### src/rtl/tmma_pkg.sv
// Shared constants, types and helpers of the tile multiply-accumulate unit.
package tmma_pkg;

   localparam int TILE_MAX = 8;
   localparam int IDX_W    = $clog2(TILE_MAX);
   localparam int ADDR_W   = 2 * IDX_W;
   localparam int DEPTH    = TILE_MAX * TILE_MAX;
   localparam int DATA_W   = 32;
   localparam int OP_W     = 3;
   localparam int SIZE_W   = 4;

   localparam logic [SIZE_W-1:0] TILE_SIZE_RESET = SIZE_W'(TILE_MAX);

   // Command codes
   localparam logic [OP_W-1:0] OP_LOAD_LEFT  = 3'd0;
   localparam logic [OP_W-1:0] OP_LOAD_RIGHT = 3'd1;
   localparam logic [OP_W-1:0] OP_ACCUMULATE = 3'd2;
   localparam logic [OP_W-1:0] OP_READ_ACC   = 3'd3;
   localparam logic [OP_W-1:0] OP_CLEAR_ACC  = 3'd4;

   // Control that travels with one multiply-add step down the pipeline
   typedef struct packed {
      logic              valid;
      logic              first;     // first k of an accumulator entry
      logic              last;      // last k of an accumulator entry
      logic              tail;      // last step of the whole accumulate
      logic [ADDR_W-1:0] acc_addr;
   } beat_type;

   // Limit the programmed tile size to the storage
   function automatic logic [SIZE_W-1:0] clamp_size(input logic [SIZE_W-1:0] size);
      logic [SIZE_W-1:0] res;
      res = size;
      if (size > SIZE_W'(TILE_MAX)) begin
         res = SIZE_W'(TILE_MAX);
      end
      return res;
   endfunction

endpackage

### src/rtl/tmma_ram.sv
// Single-port-write, single-port-read tile memory with registered read data.
module tmma_ram (
   input  logic                        clock,
   input  logic                        wr_en,
   input  logic [tmma_pkg::ADDR_W-1:0] wr_addr,
   input  logic [tmma_pkg::DATA_W-1:0] wr_data,
   input  logic [tmma_pkg::ADDR_W-1:0] rd_addr,
   output logic [tmma_pkg::DATA_W-1:0] rd_data
);

   logic [tmma_pkg::DATA_W-1:0] mem [tmma_pkg::DEPTH];

   // Write port
   always_ff @(posedge clock) begin
      if (wr_en) begin
         mem[wr_addr] <= wr_data;
      end
   end

   // Read port, registered
   always_ff @(posedge clock) begin
      rd_data <= mem[rd_addr];
   end

endmodule

### config.mk
export PLATFORM = sky130hd
export DESIGN_NAME = tmma_ram
export DESIGN_NICKNAME = d
export VERILOG_FILES = /design/src/rtl/tmma_pkg.sv /design/src/rtl/tmma_ram.sv
export SDC_FILE = /design/constraint.sdc
export NUM_CORES = 2
export LEC_CHECK = 0
export BUFFER_PORTS_ARGS = -buffer_cell sky130_fd_sc_hd__buf_4
export CAP_MARGIN = 40
export CORE_MARGIN = 5
export CORE_UTILIZATION = 46
export CTS_CLUSTER_DIAMETER = 80
export DETAILED_ROUTE_END_ITERATION = 6
export PLACE_DENSITY_LB_ADDON = 0.08
export SYNTH_ARGS = -nofsm -noshare
export SYNTH_HDL_FRONTEND = slang
export SYNTH_SLANG_ARGS = --single-unit
### constraint.sdc
create_clock -name clock -period 5 [get_ports clock]
set_input_delay 0.5 -clock clock [delete_from_list [all_inputs] [get_ports clock]]
set_output_delay 0.5 -clock clock [all_outputs]
set_load 0.005 [all_outputs]
; After elaboration in Yosys (flattened, before gate mapping)
; Memories as Yosys holds them, arrays and structs flattened. A register that Yosys moved wholly into a read port is not among the register bits.
; Index checks and enable logic that the tools add are counted.
[op_classes]
muxes = 2
[op_table]
columns = op, count
row1 = 1-bit two-way mux, 2
[word_totals]
regBits = 0
ramBits = 2048
in_bits = 46
out_inout_bits = 32
word_cells = 3
memories = 1
[memory_table]
columns = name, depth, word_bits, rd, rd_ports_with_merged_regs, wr, line
row1 = mem, 64, 32, 1, 1, 1, tmma_ram.sv:11  ; logic [tmma_pkg::DATA_W-1:0] mem [tmma_pkg::DEPTH];

; Logic depth before layout (Yosys ltp)
[logic_depth]
depth_word = 2
ltp_mapped = 10
depth_no_buf = 5

; Worst setup path after synthesis
; Ideal clock, no wire load.
[synth_path]
path_type = input port to flip-flop
start = input port wr_addr[3] (netlist name)
end = memory mem[48][0] (netlist name), enable pin
setup_time_ns = 0.461
arrival_time_ns = 3.199
required_time_ns = 4.539
slack_ns = 1.340
stages = 4
path_buffers = 1
path_cell_list = clkbuf_1 > nor2b_1 > nand4b_1 > nor3_1
[synth_rtl]
columns = item, line
row1 = start: declaration, tmma_ram.sv:5  ; input logic [tmma_pkg::ADDR_W-1:0] wr_addr,
row2 = end: declaration, tmma_ram.sv:11
; Straight into the memory's write port.

==> flow_summary.ini <==
[pwr]
ir_worst_vdd_uv = 377
power_frac_comb_pct = 5.1
power.density_mw_per_mm2 = 408
p_switching_uw = 7820
clkPwrFrac_pct = 41.9
p_int_uw = 28900
pwr-share-seq_pct = 52.9
p_leak_uw = 0.0280
switching_share_pct = 21.3

[setup_path]
cp.depth = 7
cp_data_required_time_ns = 5.64
crit_slowest_cell = mux4_2
start_kind = primary input
slowest_delay_ns = 0.57
cp_data_arrival_time_ns = 3.81
critPathMaxFanout = 80
critPathTopFamily = buffers and inverters
critPathKind = in2reg
rr_worst_depth = 4
end_kind = flop
critPathBufInv = 3
cp_cell_sequence = buf_8 > buf_4 > buf_4 > mux4_2 > mux4_2 > o22ai_1 > nor2_1

[clocking]
cts_setup_buffers = 0
clock_path_buffers = 3
clk_latency_ns = 0.83
cts_tree = done
cts_inserted_buffers = 212
postCtsHoldBufs = 0
clockRootBuffer = clkbuf_16
cts_resized = 0
clkTransAtPathRegs_ns = 0.06
cts_sinks = 2080
cts-htree-levels = 4

[placed_design]
hpwl_um = 128000
dp_cells = 5600
gp_congestion = 0.794
portBuffers = 77
pre_cts_ws_ns = 0.910
place_area_mm2 = 0.0831

[logic_synthesis]
synthArstFlopShare_pct = 0
ys_warn_count = 0
syn_inst = 3324
synth.distinct_cells = 34
synth_seq_cells = 2080
synth_edf_count = 2048
synth_ff_type = edfxtp_1
yosysSeqAreaShare_pct = 79.1
syn_area_per_cell_um2 = 23.6
syn-cell-area_mm2 = 0.0785
syn_nets = 3370

[route]
dr.pass1.iters = 5
antenna_left = 0
vias = 37100
drtIter0Drc = 4198
wirelength_um = 219000
drc = 0
wl_per_cell_um = 36.6
via_per_inst = 6.19

[layout]
finalInstanceArea_mm2 = 0.0899
nFillCells = 12900
fin_nets = 3642
drive_gt1_share_pct = 30.4
final_cells = 5992
regArea_mm2 = 0.0621
multi_input_area_mm2 = 0.0160
area_growth_syn_to_layout_pct = 14.5

[global_route]
use_met3_pct = 3.69
met1_usage_pct = 33.8
met2_usage_pct = 41.2
antenna_found_initial = 23
grt_pass1_wl_um = 305000
grt.busiest_layer = met2
first_global_vias = 38000
grt_max_degree = 81
overflow = 0
grtUsageTotal_pct = 24.6

[timing]
rsz0062_at_grt = no
slew_headroom_pct = 31.6
hold_violations = 0
fin_crit_ns = 3.17
setup_ws_ns = 1.83
setup_viol = 0
fin_tns_setup_ns = 0
drv_slew = 0
holdWs_ns = 0.128
period_share_pct = 63.4
worstMarginPinSlew_ns = 1.03
fmax_ghz = 0.316
skew_ns = 0.0291

[status]
status = complete, no violations

[floorplan]
die_w_um = 423
core-area_mm2 = 0.170
io_pins = 78
die_area_mm2 = 0.179
fp-row-count = 151
die_y_um = 423
start_util_pct = 46.3

[hold_path]
holdPathStages = 2
min_path_type = in2reg

[flow_run]
drv_cap = 0
-- stage by stage --
step	utilization, %	power [uW]
after global routing	53.0	37800
after global placement	48.8	21700
final	53.0	36700
after detailed placement	49.0	21700
after floorplan	-	20600
after CTS	53.0	37000
-- final cells by class --
type,count,area share (%)
Clock buffer,272,6.36
Sequential cell,2080,69.1
Antenna cell,4,0.0111
Clock inverter,116,1.14
Timing Repair Buffer,240,2.51
Multi-Input combinational cell,1062,17.8
Tap cell,2218,3.09
-- placed cells by master, fill, tap and decap left out, types with 32 or more instances in the layout --
cell type	synthesis	layout
nor2_1	137	75
edfxtp_1	2048	2048
a21oi_1	62	62
clkbuf_16	0	215
nor2_4	0	62
mux2i_1	93	93
mux4_2	544	544
clkinv_2	0	32
clkinv_1	0	51
clkbuf_1	74	45
o22ai_1	84	84
dfxtp_1	32	32
buf_4	25	204
-- synth_stat cells (7+ instances only) --
library cell | number | area share (%)
edfxtp_1 | 2048 | 78
mux4_2 | 544 | 16
nor2_1 | 137 | 0.65
mux2i_1 | 93 | 1.2
o22ai_1 | 84 | 0.67
clkbuf_1 | 74 | 0.35
a21oi_1 | 62 | 0.40
buf_2 | 57 | 0.36
dfxtp_1 | 32 | 0.82
o221ai_1 | 27 | 0.30
nand2_1 | 26 | 0.12
buf_4 | 25 | 0.24
buf_1 | 21 | 0.10
nor2b_1 | 15 | 0.12
a22oi_1 | 12 | 0.11
a311oi_1 | 8 | 0.089
nand2b_1 | 8 | 0.064
nor3_1 | 7 | 0.045
-- sequential cells by signal (all words and copies together), names as in the netlist --
name	cells
rd_data	32
mem	2048
-- power by group through the flow --
stage	clock network, uW	logic, uW	registers [uW]
after floorplan	0	939	19700
after detailed placement	0	1920	19800
after global placement	0	1880	19800
after CTS	15700	1920	19400
after global routing	16400	1980	19400
final	15400	1880	19400
-- kinds of logic (layout without fill, tap and decap cells) --
logic type / Yosys count / after routing / share of synthesized area, %
DFF: 2080 / 2080 / 79.1
muxes: 637 / 637 / 16.8
and+or+nand+nor: 223 / 223 / 1.27
AOI/OAI and AO/OA: 202 / 202 / 1.67
buffers and inverters: 182 / 628 / 1.13
other: 0 / 4 / 0
-- worst reg2reg max path, delay by kind of cell, from the launching register on --
family | cells | cell delay, ns
AOI/OAI and AO/OA | 1 | 0.75
DFF | 1 | 0.36
muxes | 2 | 1.04
and+or+nand+nor | 1 | 0.11
-- per-layer routing --
layer,up-vias,wire length (um)
li1,14800,-
met1,20500,88300
met2,1479,110000
met3,311,13800
met4,10,6780
met5,-,43
-- final timing paths --
path / from / slack [ns] / endpoint
max: rd_addr[1] / 1.83 / rd_data[16]
min: wr_addr[2] / 0.13 / mem[49][3]
max reg2reg: mem[15][2] / 2.58 / rd_data[2]
min reg2reg: mem[12][8] / 0.73 / rd_data[8]
No activity file was read; power rests on OpenSTA's default activity.
