`config.mk`:
```
export PLATFORM = sky130hd
export DESIGN_NAME = tmma_seq
export DESIGN_NICKNAME = d
export VERILOG_FILES = /design/src/rtl/tmma_pkg.sv /design/src/rtl/tmma_seq.sv
export SDC_FILE = /design/constraint.sdc
export NUM_CORES = 1
export LEC_CHECK = 0
export CAP_MARGIN = 0
export CORE_ASPECT_RATIO = 0.9
export CORE_UTILIZATION = 40
export CTS_CLUSTER_DIAMETER = 30
export CTS_CLUSTER_SIZE = 25
export DETAILED_ROUTE_END_ITERATION = 12
export DONT_BUFFER_PORTS = 1
export HOLD_SLACK_MARGIN = 0.03
export PLACE_DENSITY_LB_ADDON = 0.3
export SYNTH_ARGS = -nofsm -noshare
export SYNTH_HDL_FRONTEND = slang
export SYNTH_SLANG_ARGS = --single-unit
```
`constraint.sdc`:
```
create_clock -name clock -period 4.3 [get_ports clock]
set_input_delay 0.86 -clock clock [delete_from_list [all_inputs] [get_ports clock]]
set_output_delay 0.86 -clock clock [all_outputs]
set_load 0.02 [all_outputs]
```
`src/rtl/tmma_pkg.sv`:
```
// Shared constants, types and helpers of the tile multiply-accumulate unit.
package tmma_pkg;

   localparam int TILE_MAX = 8;
   localparam int IDX_W    = $clog2(TILE_MAX);
   localparam int ADDR_W   = 2 * IDX_W;
   localparam int DEPTH    = TILE_MAX * TILE_MAX;
   localparam int DATA_W   = 32;
   localparam int OP_W     = 3;
   localparam int SIZE_W   = 4;

   localparam logic [SIZE_W-1:0] TILE_SIZE_RESET = SIZE_W'(TILE_MAX);

   // Command codes
   localparam logic [OP_W-1:0] OP_LOAD_LEFT  = 3'd0;
   localparam logic [OP_W-1:0] OP_LOAD_RIGHT = 3'd1;
   localparam logic [OP_W-1:0] OP_ACCUMULATE = 3'd2;
   localparam logic [OP_W-1:0] OP_READ_ACC   = 3'd3;
   localparam logic [OP_W-1:0] OP_CLEAR_ACC  = 3'd4;

   // Control that travels with one multiply-add step down the pipeline
   typedef struct packed {
      logic              valid;
      logic              first;     // first k of an accumulator entry
      logic              last;      // last k of an accumulator entry
      logic              tail;      // last step of the whole accumulate
      logic [ADDR_W-1:0] acc_addr;
   } beat_type;

   // Limit the programmed tile size to the storage
   function automatic logic [SIZE_W-1:0] clamp_size(input logic [SIZE_W-1:0] size);
      logic [SIZE_W-1:0] res;
      res = size;
      if (size > SIZE_W'(TILE_MAX)) begin
         res = SIZE_W'(TILE_MAX);
      end
      return res;
   endfunction

endpackage

```
`src/rtl/tmma_seq.sv`:
```
// Step sequencer: walks row, column and k over the active tile size.
module tmma_seq (
   input  logic                        clock,
   input  logic                        reset,
   input  logic                        start,
   input  logic [tmma_pkg::SIZE_W-1:0] tile_n,
   output tmma_pkg::beat_type          beat,
   output logic [tmma_pkg::ADDR_W-1:0] left_raddr,
   output logic [tmma_pkg::ADDR_W-1:0] right_raddr,
   output logic [tmma_pkg::ADDR_W-1:0] acc_raddr
);

   logic                        active_ff, active_in;
   logic [tmma_pkg::SIZE_W-1:0] n_ff, n_in;
   logic [tmma_pkg::IDX_W-1:0]  r_ff, r_in;
   logic [tmma_pkg::IDX_W-1:0]  c_ff, c_in;
   logic [tmma_pkg::IDX_W-1:0]  k_ff, k_in;
   logic [tmma_pkg::SIZE_W-1:0] n_top;
   logic                        last_r;
   logic                        last_c;
   logic                        last_k;

   // Compare each counter with the last index in use
   assign n_top  = n_ff - tmma_pkg::SIZE_W'(1);
   assign last_r = (tmma_pkg::SIZE_W'(r_ff) == n_top);
   assign last_c = (tmma_pkg::SIZE_W'(c_ff) == n_top);
   assign last_k = (tmma_pkg::SIZE_W'(k_ff) == n_top);

   // Issue memory addresses for the current step
   assign left_raddr  = {r_ff, k_ff};
   assign right_raddr = {k_ff, c_ff};
   assign acc_raddr   = {r_ff, c_ff};

   always_comb begin
      beat.valid    = active_ff;
      beat.first    = (k_ff == '0);
      beat.last     = last_k;
      beat.tail     = last_k && last_c && last_r;
      beat.acc_addr = {r_ff, c_ff};
   end

   // Advance k innermost, then column, then row
   always_comb begin
      active_in = active_ff;
      n_in      = n_ff;
      r_in      = r_ff;
      c_in      = c_ff;
      k_in      = k_ff;
      if (start) begin
         active_in = 1'b1;
         n_in      = tile_n;
         r_in      = '0;
         c_in      = '0;
         k_in      = '0;
      end else if (active_ff) begin
         if (last_k) begin
            k_in = '0;
            if (last_c) begin
               c_in = '0;
               if (last_r) begin
                  active_in = 1'b0;
               end else begin
                  r_in = r_ff + tmma_pkg::IDX_W'(1);
               end
            end else begin
               c_in = c_ff + tmma_pkg::IDX_W'(1);
            end
         end else begin
            k_in = k_ff + tmma_pkg::IDX_W'(1);
         end
      end
   end

   always_ff @(posedge clock) begin
      if (reset) begin
         active_ff <= 1'b0;
      end else begin
         active_ff <= active_in;
      end
   end

   always_ff @(posedge clock) begin
      n_ff <= n_in;
      r_ff <= r_in;
      c_ff <= c_in;
      k_ff <= k_in;
   end

endmodule

```
# Yosys cells after proc, flatten, opt, wreduce, memory -nomap -nowiden
# Cells that the tools add are included.
# totals
wordCells,25
input_bits,7
regBits,14
output_inout_bits,28
# classes
mux,7
bitwise_logic,1
n_addsub,4
n_reduce_logical,5
n_eq_ne,3
# op_table
cell,n
$eq A3 B4 Y1,3
$add A3 B1 Y3 const B,3
$mux W3,2
$mux W1,5
$reduce_and A4 Y1,1
$sub A4 B1 Y4 const B,1
$logic_not A3 Y1,1
$logic_and A1 B1 Y1,2
$reduce_and A2 Y1,1
$not A1 Y1,1

# Depth between registers and ports, before layout
# logic_depth
depth_word,7
depth_mapped,8
mapped_depth_nobuf,7

# Worst setup path after synthesis
# OpenSTA, ideal clock, no wires.
# synth_path
path_kind,flip-flop to output port
start,register n_ff[0] in the netlist's numbering
end,output beat[6] in the netlist's numbering
setup_slack_ns,1.419
stages_incl_launch_ff,8
required_ns,3.440
n_path_buf,1
arrival_ns,2.021
cell_sequence,edfxtp_1 -> buf_6 -> inv_1 -> ha_1 -> xnor2_1 -> nor4_4 -> nand3b_1 -> nor4_1
# synth_lines
element,line_no,rtl
from (decl),tmma_seq.sv:14,"logic [tmma_pkg::SIZE_W-1:0] n_ff, n_in;"
from (signal assigned),tmma_seq.sv:83,n_ff <= n_in;
to (decl),tmma_seq.sv:7,"output tmma_pkg::beat_type beat,"

==> results.md <==
* Setup TNS at 0 ns
* Number of buffers added to fix hold violations after cts at 0
* Depth of the CTS H-tree at 1
* Leak at 0.323 nW
* Die height at 48.0 um
* Final HPWL from detailed placement at 1.23 mm
* Average cell area after synthesis at 9.79 sq um
* Cell types with the largest area share after synthesis: sky130_fd_sc_hd__dfxtp_1, sky130_fd_sc_hd__buf_4, sky130_fd_sc_hd__edfxtp_1
* Full die area at 2550 sq um
* Number of sinks handled by clock tree synthesis at 14
* Post-Place Cell Area at 831 sq um
* Fraction of the yosys area taken by sequential cells at 34.1%
* Number of placed cells counting well taps at 104
* Area share of the leading cell type in the synthesized netlist at 21.3%
* Met1 routing resource usage after global routing at 18.4%
* Detailed-route vias per instance at 5.25
* Floorplan row count at 16
* Worst supply voltage drop on vdd at 0.000207 V
* M2 GR Usage at 22.0%
* Worst Setup End Kind: output port
* Fin nets at 94
* Post-DR wirelength/cell at 15.0 um
* Layout Cell Area excl Fill at 857 sq um
* Remaining global-route overflow at 0
* Maximum buffer depth of the clock tree at 2
* Max Cap Viol at 0
* Global-route total usage across every layer at 14.6%
* Pre-CTS setup slack at 1.16 ns
* Data arrival at the endpoint of the critical path at 2.57 ns
* Post-route fraction of the period consumed by the critical path at 79.8%
* Clk slew on worst S/H paths at 0.09 ns
* Number of instances resized during post-cts repair at 0
* Flops & latches, synth at 14
* Core Area at 2200 sq um
* Final routed wirelength across all metal layers at 1.62 mm
* Setup violators final at 0
* Power per standard cell area at 341 nW/um^2
* Initial antenna violation count at 0
* Post-CTS Setup Repair Bufs at 0
* Worst Setup Start Kind: flop
* Met3 capacity usage during global routing at 8.89%
* Post-route setup slack at 0.867 ns
* Number of clock buffers inserted by TritonCTS at 3
* Slew of the pin with the lowest slew margin at 0.872 ns
* Pin count of the biggest net entering global routing at 10
* Starting Density at 42.7%
* Die X-Extent at 53.1 um
* Path type of the worst min-delay path: in -> reg
* Number of cells produced by synthesis at 96
* Iteration-0 DRC Markers at 3
* Status: complete, no violations
* Via count of the first global-routing pass at 521
* Cell taking the most area after synthesis: sky130_fd_sc_hd__dfxtp_1
* Max-slew violation count at 0
* Clock Skew at 0.00179 ns
* Number of top-level pins at 35
* Total vias in the final route at 567
* Total number of yosys warnings at 0
* Clock period minus final worst setup slack at 3.43 ns
* Buffers added on ports at 0
* Number of iterations in the first detailed-routing pass at 4
* Max frequency at 291 MHz
* Antenna diodes at 0
* Final routed DRC violation total at 0
* Syn nets at 108
* Root buffer cell: sky130_fd_sc_hd__clkbuf_4
* Tightest slew margin relative to the limit at 41.3%
* Post-route non-filler standard cell count at 108
* Growth of design area from synthesis to finish at -8.79%
* Final weighted congestion in routability-driven placement at 0.818
* Utilization after layout at 38.9%
* TritonCTS clock tree: built
* Critical path start-end classification: reg -> out
* First-pass GRT wire length at 2.59 mm
* Final hold vios at 0
* Worst Path Required at 3.44 ns
* Worst skew pair latency at 0.28 ns
* Most used routing layer in global routing: met2
* Setup repair after global routing missed its margin: false
* Count of different cell masters after synthesis at 33
* Fill cells at 233
* Antenna viol nets, final at 0
* Max Fanout on Critical Path at 6
* Fraction of layout cells with a size suffix above 1 at 9.88%
* Mapped cell area at 940 sq um
-- Yosys cell counts --
cell type,count
sky130_fd_sc_hd__a21oi_1,3
sky130_fd_sc_hd__a22o_1,1
sky130_fd_sc_hd__a31o_2,2
sky130_fd_sc_hd__a32o_1,1
sky130_fd_sc_hd__and2_1,1
sky130_fd_sc_hd__and2_2,1
sky130_fd_sc_hd__and4bb_2,1
sky130_fd_sc_hd__buf_4,17
sky130_fd_sc_hd__buf_6,1
sky130_fd_sc_hd__clkbuf_1,1
sky130_fd_sc_hd__dfxtp_1,10
sky130_fd_sc_hd__edfxtp_1,4
sky130_fd_sc_hd__ha_1,5
sky130_fd_sc_hd__inv_1,6
sky130_fd_sc_hd__mux2i_1,2
sky130_fd_sc_hd__nand2_1,4
sky130_fd_sc_hd__nand3_1,1
sky130_fd_sc_hd__nand3b_1,1
sky130_fd_sc_hd__nand4bb_1,1
sky130_fd_sc_hd__nor2_1,8
sky130_fd_sc_hd__nor2b_1,2
sky130_fd_sc_hd__nor3_1,1
sky130_fd_sc_hd__nor4_1,2
sky130_fd_sc_hd__nor4_4,1
sky130_fd_sc_hd__o21ai_0,1
sky130_fd_sc_hd__o2bb2ai_1,1
sky130_fd_sc_hd__o31a_1,1
sky130_fd_sc_hd__o31ai_1,1
sky130_fd_sc_hd__o41ai_1,1
sky130_fd_sc_hd__or3_1,1
sky130_fd_sc_hd__xnor2_1,9
sky130_fd_sc_hd__xor2_1,3
sky130_fd_sc_hd__xor3_1,1
-- cell usage in the layout, fill, tap and decap left out, types with 2 or more instances in the layout --
cell type | netlist | layout
sky130_fd_sc_hd__a21oi_1 | 3 | 3
sky130_fd_sc_hd__a31o_2 | 2 | 2
sky130_fd_sc_hd__clkbuf_4 | 0 | 3
sky130_fd_sc_hd__nor2_1 | 8 | 8
sky130_fd_sc_hd__ha_1 | 5 | 5
sky130_fd_sc_hd__xnor2_1 | 9 | 9
sky130_fd_sc_hd__nand2_1 | 4 | 4
sky130_fd_sc_hd__xor2_1 | 3 | 3
sky130_fd_sc_hd__dfxtp_1 | 10 | 10
sky130_fd_sc_hd__inv_1 | 6 | 6
sky130_fd_sc_hd__nor2b_1 | 2 | 2
sky130_fd_sc_hd__nor4_1 | 2 | 2
sky130_fd_sc_hd__mux2i_1 | 2 | 2
sky130_fd_sc_hd__edfxtp_1 | 4 | 4
-- cell families after synthesis --
kind of cell | Yosys count | synth area share [%]
muxes | 2 | 2.13
buffers and inverters | 25 | 17.6
DFF | 14 | 34.1
adders and majority gates | 5 | 6.66
xor gates and xnor gates | 13 | 13.7
and+or+nand+nor | 25 | 16.2
AOI/OAI and AO/OA | 12 | 9.59
-- where the power goes --
group | internal (mW) | switching (mW)
logic | 0.0241 | 0.0286
registers | 0.142 | 0.0178
clock network | 0.0360 | 0.0433
total | 0.202 | 0.0897
-- worst max-delay path, stage by stage (launching register included) --
cell and delay, ns:
sky130_fd_sc_hd__edfxtp_1 0.50, sky130_fd_sc_hd__inv_1 0.08, sky130_fd_sc_hd__ha_1 0.37, sky130_fd_sc_hd__xnor2_1 0.18
sky130_fd_sc_hd__nor4_4 0.34, sky130_fd_sc_hd__nand3b_1 0.13, sky130_fd_sc_hd__nor4_1 0.68
-- registers in the layout, indices dropped and copies added, names as in the netlist --
signal,flops
active_ff,1
n_ff,4
r_ff,3
c_ff,3
k_ff,3
-- final cells by class --
cell class	count	area, sq um	share of cell area [%]
multi-input combinational	57	454	53.0
sequential	14	320	37.4
tap	27	33.8	3.94
clock buffer	4	26.3	3.07
inverter	6	22.5	2.63
-- per-layer routing --
metal | share of wire, % | routed length [um]
met2 | 43 | 693
met1 | 48 | 781
met3 | 9.0 | 145
met5 | 0 | 0
met4 | 0 | 0
-- worst paths after layout --
kind                            depth (start not counted)            startpoint                   end  slack, ns
worst max-delay path                                    6     n_ff[0]$_DFFE_PP_               beat[6]       0.87
worst min-delay path                                    1                 start  r_ff[1]$_SDFFE_PP0P_       0.63
worst max register to register                          7     n_ff[0]$_DFFE_PP_  r_ff[2]$_SDFFE_PP0P_       2.07
worst min register to register                          2  active_ff$_SDFF_PP0_  active_ff$_SDFF_PP0_       0.73
-- per-stage QoR --
stage | hold WS [ns] | power [mW]
CTS | 0.629 | 0.295
global placement | 0.737 | 0.216
floorplan | 0.584 | 0.214
global route | 0.622 | 0.309
detailed placement | 0.732 | 0.216
finish | 0.635 | 0.292
Power figures use the tool's default switching activity.
