### src/rtl/tmma_pkg.sv
// Shared constants, types and helpers of the tile multiply-accumulate unit.
package tmma_pkg;

   localparam int TILE_MAX = 8;
   localparam int IDX_W    = $clog2(TILE_MAX);
   localparam int ADDR_W   = 2 * IDX_W;
   localparam int DEPTH    = TILE_MAX * TILE_MAX;
   localparam int DATA_W   = 32;
   localparam int OP_W     = 3;
   localparam int SIZE_W   = 4;

   localparam logic [SIZE_W-1:0] TILE_SIZE_RESET = SIZE_W'(TILE_MAX);

   // Command codes
   localparam logic [OP_W-1:0] OP_LOAD_LEFT  = 3'd0;
   localparam logic [OP_W-1:0] OP_LOAD_RIGHT = 3'd1;
   localparam logic [OP_W-1:0] OP_ACCUMULATE = 3'd2;
   localparam logic [OP_W-1:0] OP_READ_ACC   = 3'd3;
   localparam logic [OP_W-1:0] OP_CLEAR_ACC  = 3'd4;

   // Control that travels with one multiply-add step down the pipeline
   typedef struct packed {
      logic              valid;
      logic              first;     // first k of an accumulator entry
      logic              last;      // last k of an accumulator entry
      logic              tail;      // last step of the whole accumulate
      logic [ADDR_W-1:0] acc_addr;
   } beat_type;

   // Limit the programmed tile size to the storage
   function automatic logic [SIZE_W-1:0] clamp_size(input logic [SIZE_W-1:0] size);
      logic [SIZE_W-1:0] res;
      res = size;
      if (size > SIZE_W'(TILE_MAX)) begin
         res = SIZE_W'(TILE_MAX);
      end
      return res;
   endfunction

endpackage

### src/rtl/tmma_mac.sv
// Multiply-accumulate pipeline: multiply stage, then add into running sum.
module tmma_mac (
   input  logic                        clock,
   input  logic                        reset,
   input  tmma_pkg::beat_type          beat,
   input  logic [tmma_pkg::DATA_W-1:0] left_data,
   input  logic [tmma_pkg::DATA_W-1:0] right_data,
   input  logic [tmma_pkg::DATA_W-1:0] acc_base,
   output logic                        acc_we,
   output logic [tmma_pkg::ADDR_W-1:0] acc_waddr,
   output logic [tmma_pkg::DATA_W-1:0] acc_wdata,
   output logic                        done
);

   tmma_pkg::beat_type          beat1_ff;
   tmma_pkg::beat_type          beat2_ff;
   logic [tmma_pkg::DATA_W-1:0] prod_ff, prod_in;
   logic [tmma_pkg::DATA_W-1:0] base_ff;
   logic [tmma_pkg::DATA_W-1:0] sum_ff, sum_in;

   // Align control with the memory read data
   always_ff @(posedge clock) begin
      if (reset) begin
         beat1_ff.valid <= 1'b0;
         beat2_ff.valid <= 1'b0;
      end else begin
         beat1_ff.valid <= beat.valid;
         beat2_ff.valid <= beat1_ff.valid;
      end
      beat1_ff.first    <= beat.first;
      beat1_ff.last     <= beat.last;
      beat1_ff.tail     <= beat.tail;
      beat1_ff.acc_addr <= beat.acc_addr;
      beat2_ff.first    <= beat1_ff.first;
      beat2_ff.last     <= beat1_ff.last;
      beat2_ff.tail     <= beat1_ff.tail;
      beat2_ff.acc_addr <= beat1_ff.acc_addr;
   end

   // Multiply, keeping the low word
   assign prod_in = tmma_pkg::DATA_W'(left_data * right_data);

   always_ff @(posedge clock) begin
      prod_ff <= prod_in;
      base_ff <= acc_base;
   end

   // Add: start from the stored entry on the first k, else the running sum
   assign sum_in = (beat2_ff.first ? base_ff : sum_ff) + prod_ff;

   always_ff @(posedge clock) begin
      if (beat2_ff.valid) begin
         sum_ff <= sum_in;
      end
   end

   // Write back the finished entry
   assign acc_we    = beat2_ff.valid && beat2_ff.last;
   assign acc_waddr = beat2_ff.acc_addr;
   assign acc_wdata = sum_in;
   assign done      = beat2_ff.valid && beat2_ff.tail;

endmodule

### config.mk
export PLATFORM = sky130hd
export DESIGN_NAME = tmma_mac
export DESIGN_NICKNAME = d
export VERILOG_FILES = /design/src/rtl/tmma_pkg.sv /design/src/rtl/tmma_mac.sv
export SDC_FILE = /design/constraint.sdc
export NUM_CORES = 1
export LEC_CHECK = 0
export BUFFER_PORTS_ARGS = -buffer_cell sky130_fd_sc_hd__buf_2
export CAP_MARGIN = 40
export CORE_UTILIZATION = 50
export CTS_BUF_LIST = sky130_fd_sc_hd__clkbuf_16
export CTS_CLUSTER_SIZE = 10
export DETAILED_ROUTE_END_ITERATION = 12
export PLACE_DENSITY_LB_ADDON = 0.3
export SLEW_MARGIN = 25
export SYNTH_ARGS = -nofsm -noshare
export SYNTH_HDL_FRONTEND = slang
export SYNTH_SLANG_ARGS = --single-unit
### constraint.sdc
create_clock -name clock -period 9.09 [get_ports clock]
set_input_delay 0.909 -clock clock [delete_from_list [all_inputs] [get_ports clock]]
set_output_delay 0.909 -clock clock [all_outputs]
set_load 0.02 [all_outputs]
## Word level (Yosys, flattened, before mapping)

Index checks and enable logic that the tools add are counted.

- Reduce and logical (&&, ||, !) cells: 2
- Multiply operators: 1
- Muxes and demuxes: 1
- Add/subtract/negate cells: 1

Operators with widths:

| kind | number |
|---|---|
| $add 32x32->32 | 1 |
| $mul 32x32->32 | 1 |
| $mux 32 | 1 |
| $logic_and 1x1->1 | 2 |

- Flip-flop bits (word level): 116
- Word-level logic and storage cells: 18
- Output and inout bits: 40
- Input port bits: 108

## Longest topological paths before layout

Gate-level depths: netlist of the first run.

- Depth in word-level cells: 2
- Gate-level depth with buffers: 26

## Least setup slack after synthesis of the first run

No wires, ideal clock.

- Kind: in2reg
- Start: input left_data[12] (netlist name)
- End: register prod_ff[31] (netlist name)
- Library setup time: 0.120 ns
- Cell stages on the path: 24
- Data arrival time: 7.163 ns
- Path buffers: 2
- Slack: 1.807 ns
- Data required time: 8.970 ns
- Cell sequence: clkbuf_1 clkbuf_1 nand2_1 fa_1 inv_1 fa_1 inv_1 fa_1 fa_1 inv_1 fa_1 inv_1 fa_1 fa_1 fa_1 inv_1 ha_1 or3_1 o221ai_1 o2111ai_1 a41o_1 a311oi_1 o21bai_1 xnor2_1

- Longest elaborated chain between the ends: 1

RTL lines:

| element | RTL line | text |
|---|---|---|
| start, declared | tmma_mac.sv:6 | `input logic [tmma_pkg::DATA_W-1:0] left_data,` |
| $mul 32x32->32 | tmma_mac.sv:41 | `assign prod_in = tmma_pkg::DATA_W'(left_data * right_data);` |
| named net prod_in (one bit) | tmma_mac.sv:17 | `logic [tmma_pkg::DATA_W-1:0] prod_ff, prod_in;` |
| end signal, assigned | tmma_mac.sv:44 | `prod_ff <= prod_in;` |
| end, declared | tmma_mac.sv:17 |  |

The timed path passes the listed nets, and every way through them passes these cells.
A chain may end at the register's enable or synchronous reset.

## Final worst setup path of the first run

- Start: input right_data[3] (netlist name)
- End: register prod_ff[31] (netlist name)

- Longest elaborated chain between the ends: 1

RTL lines:

| element | RTL line | text |
|---|---|---|
| start, declared | tmma_mac.sv:7 | `input logic [tmma_pkg::DATA_W-1:0] right_data,` |
| $mul 32x32->32 | tmma_mac.sv:41 |  |
| named net prod_in (one bit) | tmma_mac.sv:17 |  |

The timed path passes the listed nets, and every way through them passes these cells.

==> results.sh, run 1 <==
export IMPL_antenna_cells=0
export IMPL_synthMuxAreaShare_pct=1.75
export IMPL_grt_util_all_layers_pct=24.6
export IMPL_cp_startpoint="right_data[3]"
export IMPL_dp_hpwl_um=40000
export IMPL_path_clk_slew_ns=0.06
export IMPL_finalSetupTns_ns=0
export IMPL_synth_top_area_share_pct=40.0
export IMPL_fin_crit_ns=7.48
export IMPL_synth_compound_area_share_pct=5.44
export IMPL_clk_root_buffer_cell="clkbuf_16"
export IMPL_rows=73
export IMPL_clock_sinks=116
export IMPL_hold_class="flop to flop"
export IMPL_critPathKind="input port to flop"
export IMPL_skew_ns=0.0117
export IMPL_hold_viol=0
export IMPL_die_w_um=204
export IMPL_cts_htree_levels=4
export IMPL_grt_max_degree=35
export IMPL_yosysTopAreaCell="fa_1"
export IMPL_synth_xor_area_share_pct=4.79
export IMPL_min_from="beat1_ff[1]"
export IMPL_drive_gt1_share_pct=10.3
export IMPL_finalNetCount=2889
export IMPL_grt_pass1_vias=15600
export IMPL_synthCells=2152
export IMPL_initial_core_util_pct=51.1
export IMPL_status="completed"
export IMPL_antenna_found_initial=0
export IMPL_cts_hold_buf=0
export IMPL_post_cts_resized=0
export IMPL_yosysWarningCount=0
export IMPL_fin_util_pct=55.0
export IMPL_synth_simple_area_share_pct=16.2
export IMPL_ys_ff_latch=116
export IMPL_dr_pass1_iters=6
export IMPL_synth_most_common_cell="fa_1"
export IMPL_cp_common_cell="fa_1"
export IMPL_synthAdderAreaFrac_pct=49.4
export IMPL_portBuffers=147
export IMPL_cts_buffer_depth=2
export IMPL_cts_setup_buffers=0
export IMPL_r2r_setup_slack_ns=5.53
export IMPL_final_max_slew_viol_count=0
export IMPL_tightestPinTransition_ns=0.751
export IMPL_drc_errors=0
export IMPL_rsz0062_at_grt="false"
export IMPL_worst_ep_arrival_time_ns=7.75
export IMPL_critPathLaunchType="input port"
export IMPL_yosys_top_cells_area="fa_1 (40%), ha_1 (9.4%), and2_1 (8.3%), dfxtp_1 (8.2%), inv_1 (7.4%)"
export IMPL_die_h_um=204
export IMPL_netlist_area_mm2=0.0205
export IMPL_synthToLayoutAreaGrowth_pct=7.57
export IMPL_fin_crit_sh_pct=82.3
export IMPL_first_iter_violations=779
export IMPL_routed_via_density=5.23
export IMPL_fillers=3616
export IMPL_cap_viol_max_count=0
export IMPL_cts_tree="done"
export IMPL_worst_slack_ns=1.61
export IMPL_slowest_stage="fa_1"
export IMPL_setup_viol=0
export IMPL_syn_nets=2823
export IMPL_wl_per_cell_um=17.7
export IMPL_die_area_mm2=0.0417
export IMPL_required_ns=9.36
export IMPL_worstPathMaxFanout=29
export IMPL_multi_input_area_mm2=0.0159
export IMPL_via_count=14400
export IMPL_timing_rr_start="beat2_ff[8]"
export IMPL_io_pins=148
export IMPL_crit_chain="buf_2, and2_1, fa_1, inv_1, fa_1, fa_1, fa_1, inv_1, fa_1, inv_1, fa_1, inv_1, fa_1, fa_1, ha_1, a21oi_1, o21ai_0, o221ai_1, o2111ai_1, a41o_1, a311oi_1, o21bai_1, xnor2_1"
export IMPL_ant_nets=0
export IMPL_fp_coreArea_mm2=0.0400
export IMPL_place_congestion=0.878
export IMPL_synth_edff_count=32
export IMPL_whs_ns=0.326
export IMPL_end_kind="flop"
export IMPL_synthArstFlopShare_pct=0
export IMPL_clk_latency_ns=0.41
export IMPL_place_ws_ns=1.20
export IMPL_grt_ovfl_total=0
export IMPL_synthFlopType="dfxtp_1"
export IMPL_grt_first_pass_wirelength_um=80600
export IMPL_cts_buffers=17
export IMPL_syn_area_per_cell_um2=9.51
export IMPL_synth_top_family_by_area="adder cells"
export IMPL_cpPeakStageDelay_ns=0.57
export IMPL_synth_seq_area_share_pct=12.9
export IMPL_synth_common_cells="fa_1 (409), inv_1 (404), nand2_1 (283)"
export IMPL_fmax_mhz=134
export IMPL_maxSlewHeadroom_pct=50.0
export IMPL_wirelength_um=48700
export IMPL_seq_area_mm2=0.00264
export IMPL_netlist_cell_type_count=68
layout by cell type, fill, tap and decap left out, drive strengths merged, types with 4 or more instances in the layout:
master	n
nor3	12
buf	149
and2	273
nand2	283
a21o	16
inv	410
a21oi	45
ha	154
mux2	30
xor2	25
or3	4
o21bai	11
o21ai	31
nor2b	11
o21a	8
edfxtp	32
xnor2	87
a31oi	6
clkbuf	17
nand4	4
nand2b	8
nor2	45
a211oi	10
clkinv	8
nand3	16
dfxtp	84
fa	409
worst max-delay path, delay by kind of cell:
kind	cells	cell delay [ns]
xor gates and xnor gates	1	0.13
and+or+nand+nor	1	0.23
AOI/OAI and AO/OA	7	1.60
buffers and inverters	5	0.65
adders and majority gates	9	4.21
layer usage:
| metal | vias up | part of all wire (%) | track usage, % |
|---|---|---|---|
| li1 | 6621 | - | - |
| met4 | 0 | 2.6 | 7.22 |
| met2 | 397 | 48 | 41.2 |
| met5 | - | 0 | 0 |
| met1 | 7344 | 45 | 34.3 |
| met3 | 60 | 4.5 | 1.98 |
cells by family after synthesis:
| family | count (synthesis) |
|---|---|
| adders and majority gates | 563 |
| xor gates and xnor gates | 112 |
| muxes | 32 |
| buffers and inverters | 506 |
| and+or+nand+nor | 665 |
| AOI/OAI and AO/OA | 158 |
| DFF | 116 |
layout make-up:
type                    instances  share of cell area (%)
multi-input cells            1530                    72.2
flip-flops and latches        116                    12.0
inverters                     404                    6.89
repair buffers                149                    3.41
well taps                     525                    2.98
clock buffers                  17                    1.93
clock inverters                15                   0.591
metrics by stage:
step | cells | instance area, um2
6_report | 2756 | 22000
5_1_grt | 2756 | 22000
4_1_cts | 2756 | 22000
3_5_place_dp | 2724 | 21500
3_3_place_gp | 2724 | 21500
2_1_floorplan | 2152 | 20500
state kept, by name (all words and copies together), names as in the netlist:
register and cells:
sum_ff 32, beat1_ff 10, acc_waddr 6, beat2_ff 4
base_ff 32, prod_ff 32
worst paths after layout:
path	endpoint	cells after the start
setup reg to reg	sum_ff[30]	13
hold / removal	acc_waddr[1]	0
hold reg to reg	acc_waddr[1]	0
setup / recovery	prod_ff[31]	23
Power of run 1 is left out: the tool's default activity adds up to more than one toggle a clock period on the data nets, which glitch-free logic cannot reach.
==> run 2: changes to the inputs <==
- ABC_AREA: unset -> 1
- clock period: 9.09 -> 7.2 ns (I/O delays scaled with it)
==> run 2 against run 1 <==
  * Synthesized area increased by 6.1%
  * Clock skew down 0.0031 ns
  * First-iteration DRC count is 32% higher
  * Global-route usage increased by 1.8 points
  * Critical endpoint unchanged
  * Final area up 8.1%
  * Via count grew 18%
  * Die area up 6.1%
  * Hold slack gained 0.00063 ns
  * Routed wire length increased by 14%
  * Cell count grew 25%
==> results.sh, run 2 <==
export IMPL_status="completed"
export IMPL_critPathKind="input port to flop"
export IMPL_place_ws_ns=0.110
export IMPL_synthToLayoutAreaGrowth_pct=9.58
export IMPL_rr_endpoint="sum_ff[21]"
export IMPL_wl_per_cell_um=16.2
export IMPL_synthCells=2721
export IMPL_end_kind="flop"
export IMPL_hold_viol=0
export IMPL_die_w_um=210
export IMPL_yosysWarningCount=0
export IMPL_cap_viol_max_count=0
export IMPL_fp_coreArea_mm2=0.0424
export IMPL_clk_root_buffer_cell="clkbuf_16"
export IMPL_final_max_slew_viol_count=0
export IMPL_slowest_stage="fa_1"
export IMPL_via_count=17100
export IMPL_layout_cells_non_filler=3433
export IMPL_initial_core_util_pct=51.2
export IMPL_maxSlewHeadroom_pct=58.0
export IMPL_io_pins=148
export IMPL_worst_slack_ns=0.517
export IMPL_rsz0062_at_grt="false"
export IMPL_worstPathMaxFanout=19
export IMPL_required_ns=7.51
export IMPL_routed_via_density=4.98
export IMPL_reg2regPathDepth=15
export IMPL_whs_path_depth=0
export IMPL_portBuffers=147
export IMPL_grt_pass1_vias=18200
export IMPL_antenna_found_initial=0
export IMPL_clock_sinks=116
export IMPL_synth_common_cells="inv_1 (775), nand2_1 (750), fa_1 (409)"
export IMPL_clk_latency_ns=0.42
export IMPL_synth_seq_area_share_pct=12.2
export IMPL_yosys_top_cells_area="fa_1 (38%), inv_1 (13%), nand2_1 (13%), ha_1 (8.9%), dfxtp_1 (7.7%)"
export IMPL_min_from="beat1_ff[0]"
export IMPL_fin_crit_ns=6.68
export IMPL_syn_area_per_cell_um2=7.98
export IMPL_grt_first_pass_wirelength_um=91600
export IMPL_finalSetupTns_ns=0
export IMPL_cts_buffer_depth=2
export IMPL_drc_errors=0
export IMPL_skew_ns=0.00868
export IMPL_drive_gt1_share_pct=11.6
export IMPL_fin_crit_sh_pct=92.8
export IMPL_cts_setup_buffers=0
export IMPL_finalNetCount=3514
export IMPL_synth_top_area_share_pct=37.7
export IMPL_worst_ep_arrival_time_ns=6.99
export IMPL_path_clk_slew_ns=0.06
export IMPL_yosysTopAreaCell="fa_1"
export IMPL_finalInstanceArea_mm2=0.0238
export IMPL_final_cell_mix="inv_1 (775), nand2_1 (750), fa_1 (409), ha_1 (154), buf_2 (147)"
export IMPL_antenna_cells=0
export IMPL_wirelength_um=55700
export IMPL_r2r_setup_slack_ns=3.99
export IMPL_cts_hold_buf=0
export IMPL_die_h_um=210
export IMPL_synth_most_common_cell="inv_1"
export IMPL_hold_class="flop to flop"
export IMPL_final_common_cell="inv_1"
export IMPL_synthFlopType="dfxtp_1"
export IMPL_grt_ovfl_total=0
export IMPL_rows=75
export IMPL_tightestPinTransition_ns=0.631
export IMPL_dp_hpwl_um=48400
export IMPL_min_to="acc_waddr[0]"
export IMPL_grt_max_degree=35
export IMPL_synth_edff_count=32
export IMPL_critPathLaunchType="input port"
export IMPL_grt_util_all_layers_pct=26.4
export IMPL_dr_pass1_iters=7
export IMPL_ant_nets=0
export IMPL_syn_nets=3392
export IMPL_place_congestion=0.926
export IMPL_ys_ff_latch=116
export IMPL_post_cts_resized=0
export IMPL_cts_buffers=17
export IMPL_cpPeakStageDelay_ns=0.56
export IMPL_first_iter_violations=1028
export IMPL_synthArstFlopShare_pct=0
export IMPL_cts_htree_levels=4
export IMPL_die_area_mm2=0.0443
export IMPL_post_dp_cell_area_mm2=0.0232
export IMPL_timing_rr_start="beat2_ff[8]"
export IMPL_place_inst=3401
export IMPL_setup_viol=0
export IMPL_cp_common_cell="fa_1"
export IMPL_cp_startpoint="right_data[13]"
export IMPL_top_regs="base_ff x32, prod_ff x32, sum_ff x32"
export IMPL_netlist_area_mm2=0.0217
export IMPL_fillers=3970
export IMPL_fmax_mhz=150
export IMPL_cts_tree="done"
export IMPL_netlist_cell_type_count=51
run 2: changes by cell type after synthesis, moves of 16 or more:
cell	before	now
nand2_1	283	750
nand3_1	16	57
xnor2_1	87	23
inv_1	404	775
and2_1	273	0
nor2_1	45	61
run 2: layout make-up:
class	instances	area (um2)	share of cell area [%]
multi-input combinational	1711	15600	65.6
inverter	781	2930	12.3
sequential	116	2640	11.1
timing repair buffer	216	1290	5.43
tap	577	722	3.03
clock buffer	19	475	2.00
clock inverter	13	121	0.510
run 2: how the worst max path moves through the flow:
| stage | to | slack (ns) |
|---|---|---|
| 5_1_grt | prod_ff[31] | 0.20 |
| 4_1_cts | prod_ff[29] | 0.54 |
| 6_report | prod_ff[31] | 0.52 |
| 3_3_place_gp | prod_ff[29] | 0.13 |
| 2_1_floorplan | prod_ff[29] | 0.41 |
| 3_5_place_dp | prod_ff[29] | 0.11 |
run 2: per-layer routing:
| layer | vias to the layer above | track usage, % | wire (um) |
|---|---|---|---|
| li1 | 8048 | - | - |
| met1 | 8391 | 33.7 | 23400 |
| met2 | 552 | 46.6 | 27300 |
| met3 | 90 | 2.95 | 3240 |
| met4 | 0 | 9.25 | 1750 |
| met5 | - | 0 | 0 |
run 2: worst max-delay path, delay by kind of cell:
kind | cells | cell delay, ns
adders and majority gates | 9 | 4.26
buffers and inverters | 8 | 0.91
AOI/OAI and AO/OA | 4 | 0.76
and+or+nand+nor | 4 | 0.35
run 2: stage by stage:
stage               utilization (%)  hold slack [ns]
floorplan                         -            0.310
global placement               54.7            0.314
detailed placement             54.7            0.314
CTS                            56.1            0.329
global route                   56.1            0.334
finish                         56.1            0.327
run 2: kinds of logic (layout without fill, tap and decap cells):
group | count (synthesis) | count (layout) | share of synthesized area [%]
flip-flops | 116 | 116 | 12.2
buffers and inverters | 894 | 1029 | 15.9
multiplexers | 31 | 31 | 1.60
AND/OR/NAND/NOR | 921 | 921 | 17.2
adder cells (fa/ha/maj) | 563 | 563 | 46.6
AO/OA/AOI/OAI | 131 | 131 | 3.84
XOR/XNOR | 65 | 65 | 2.69
Power of run 2 is left out for the same reason.
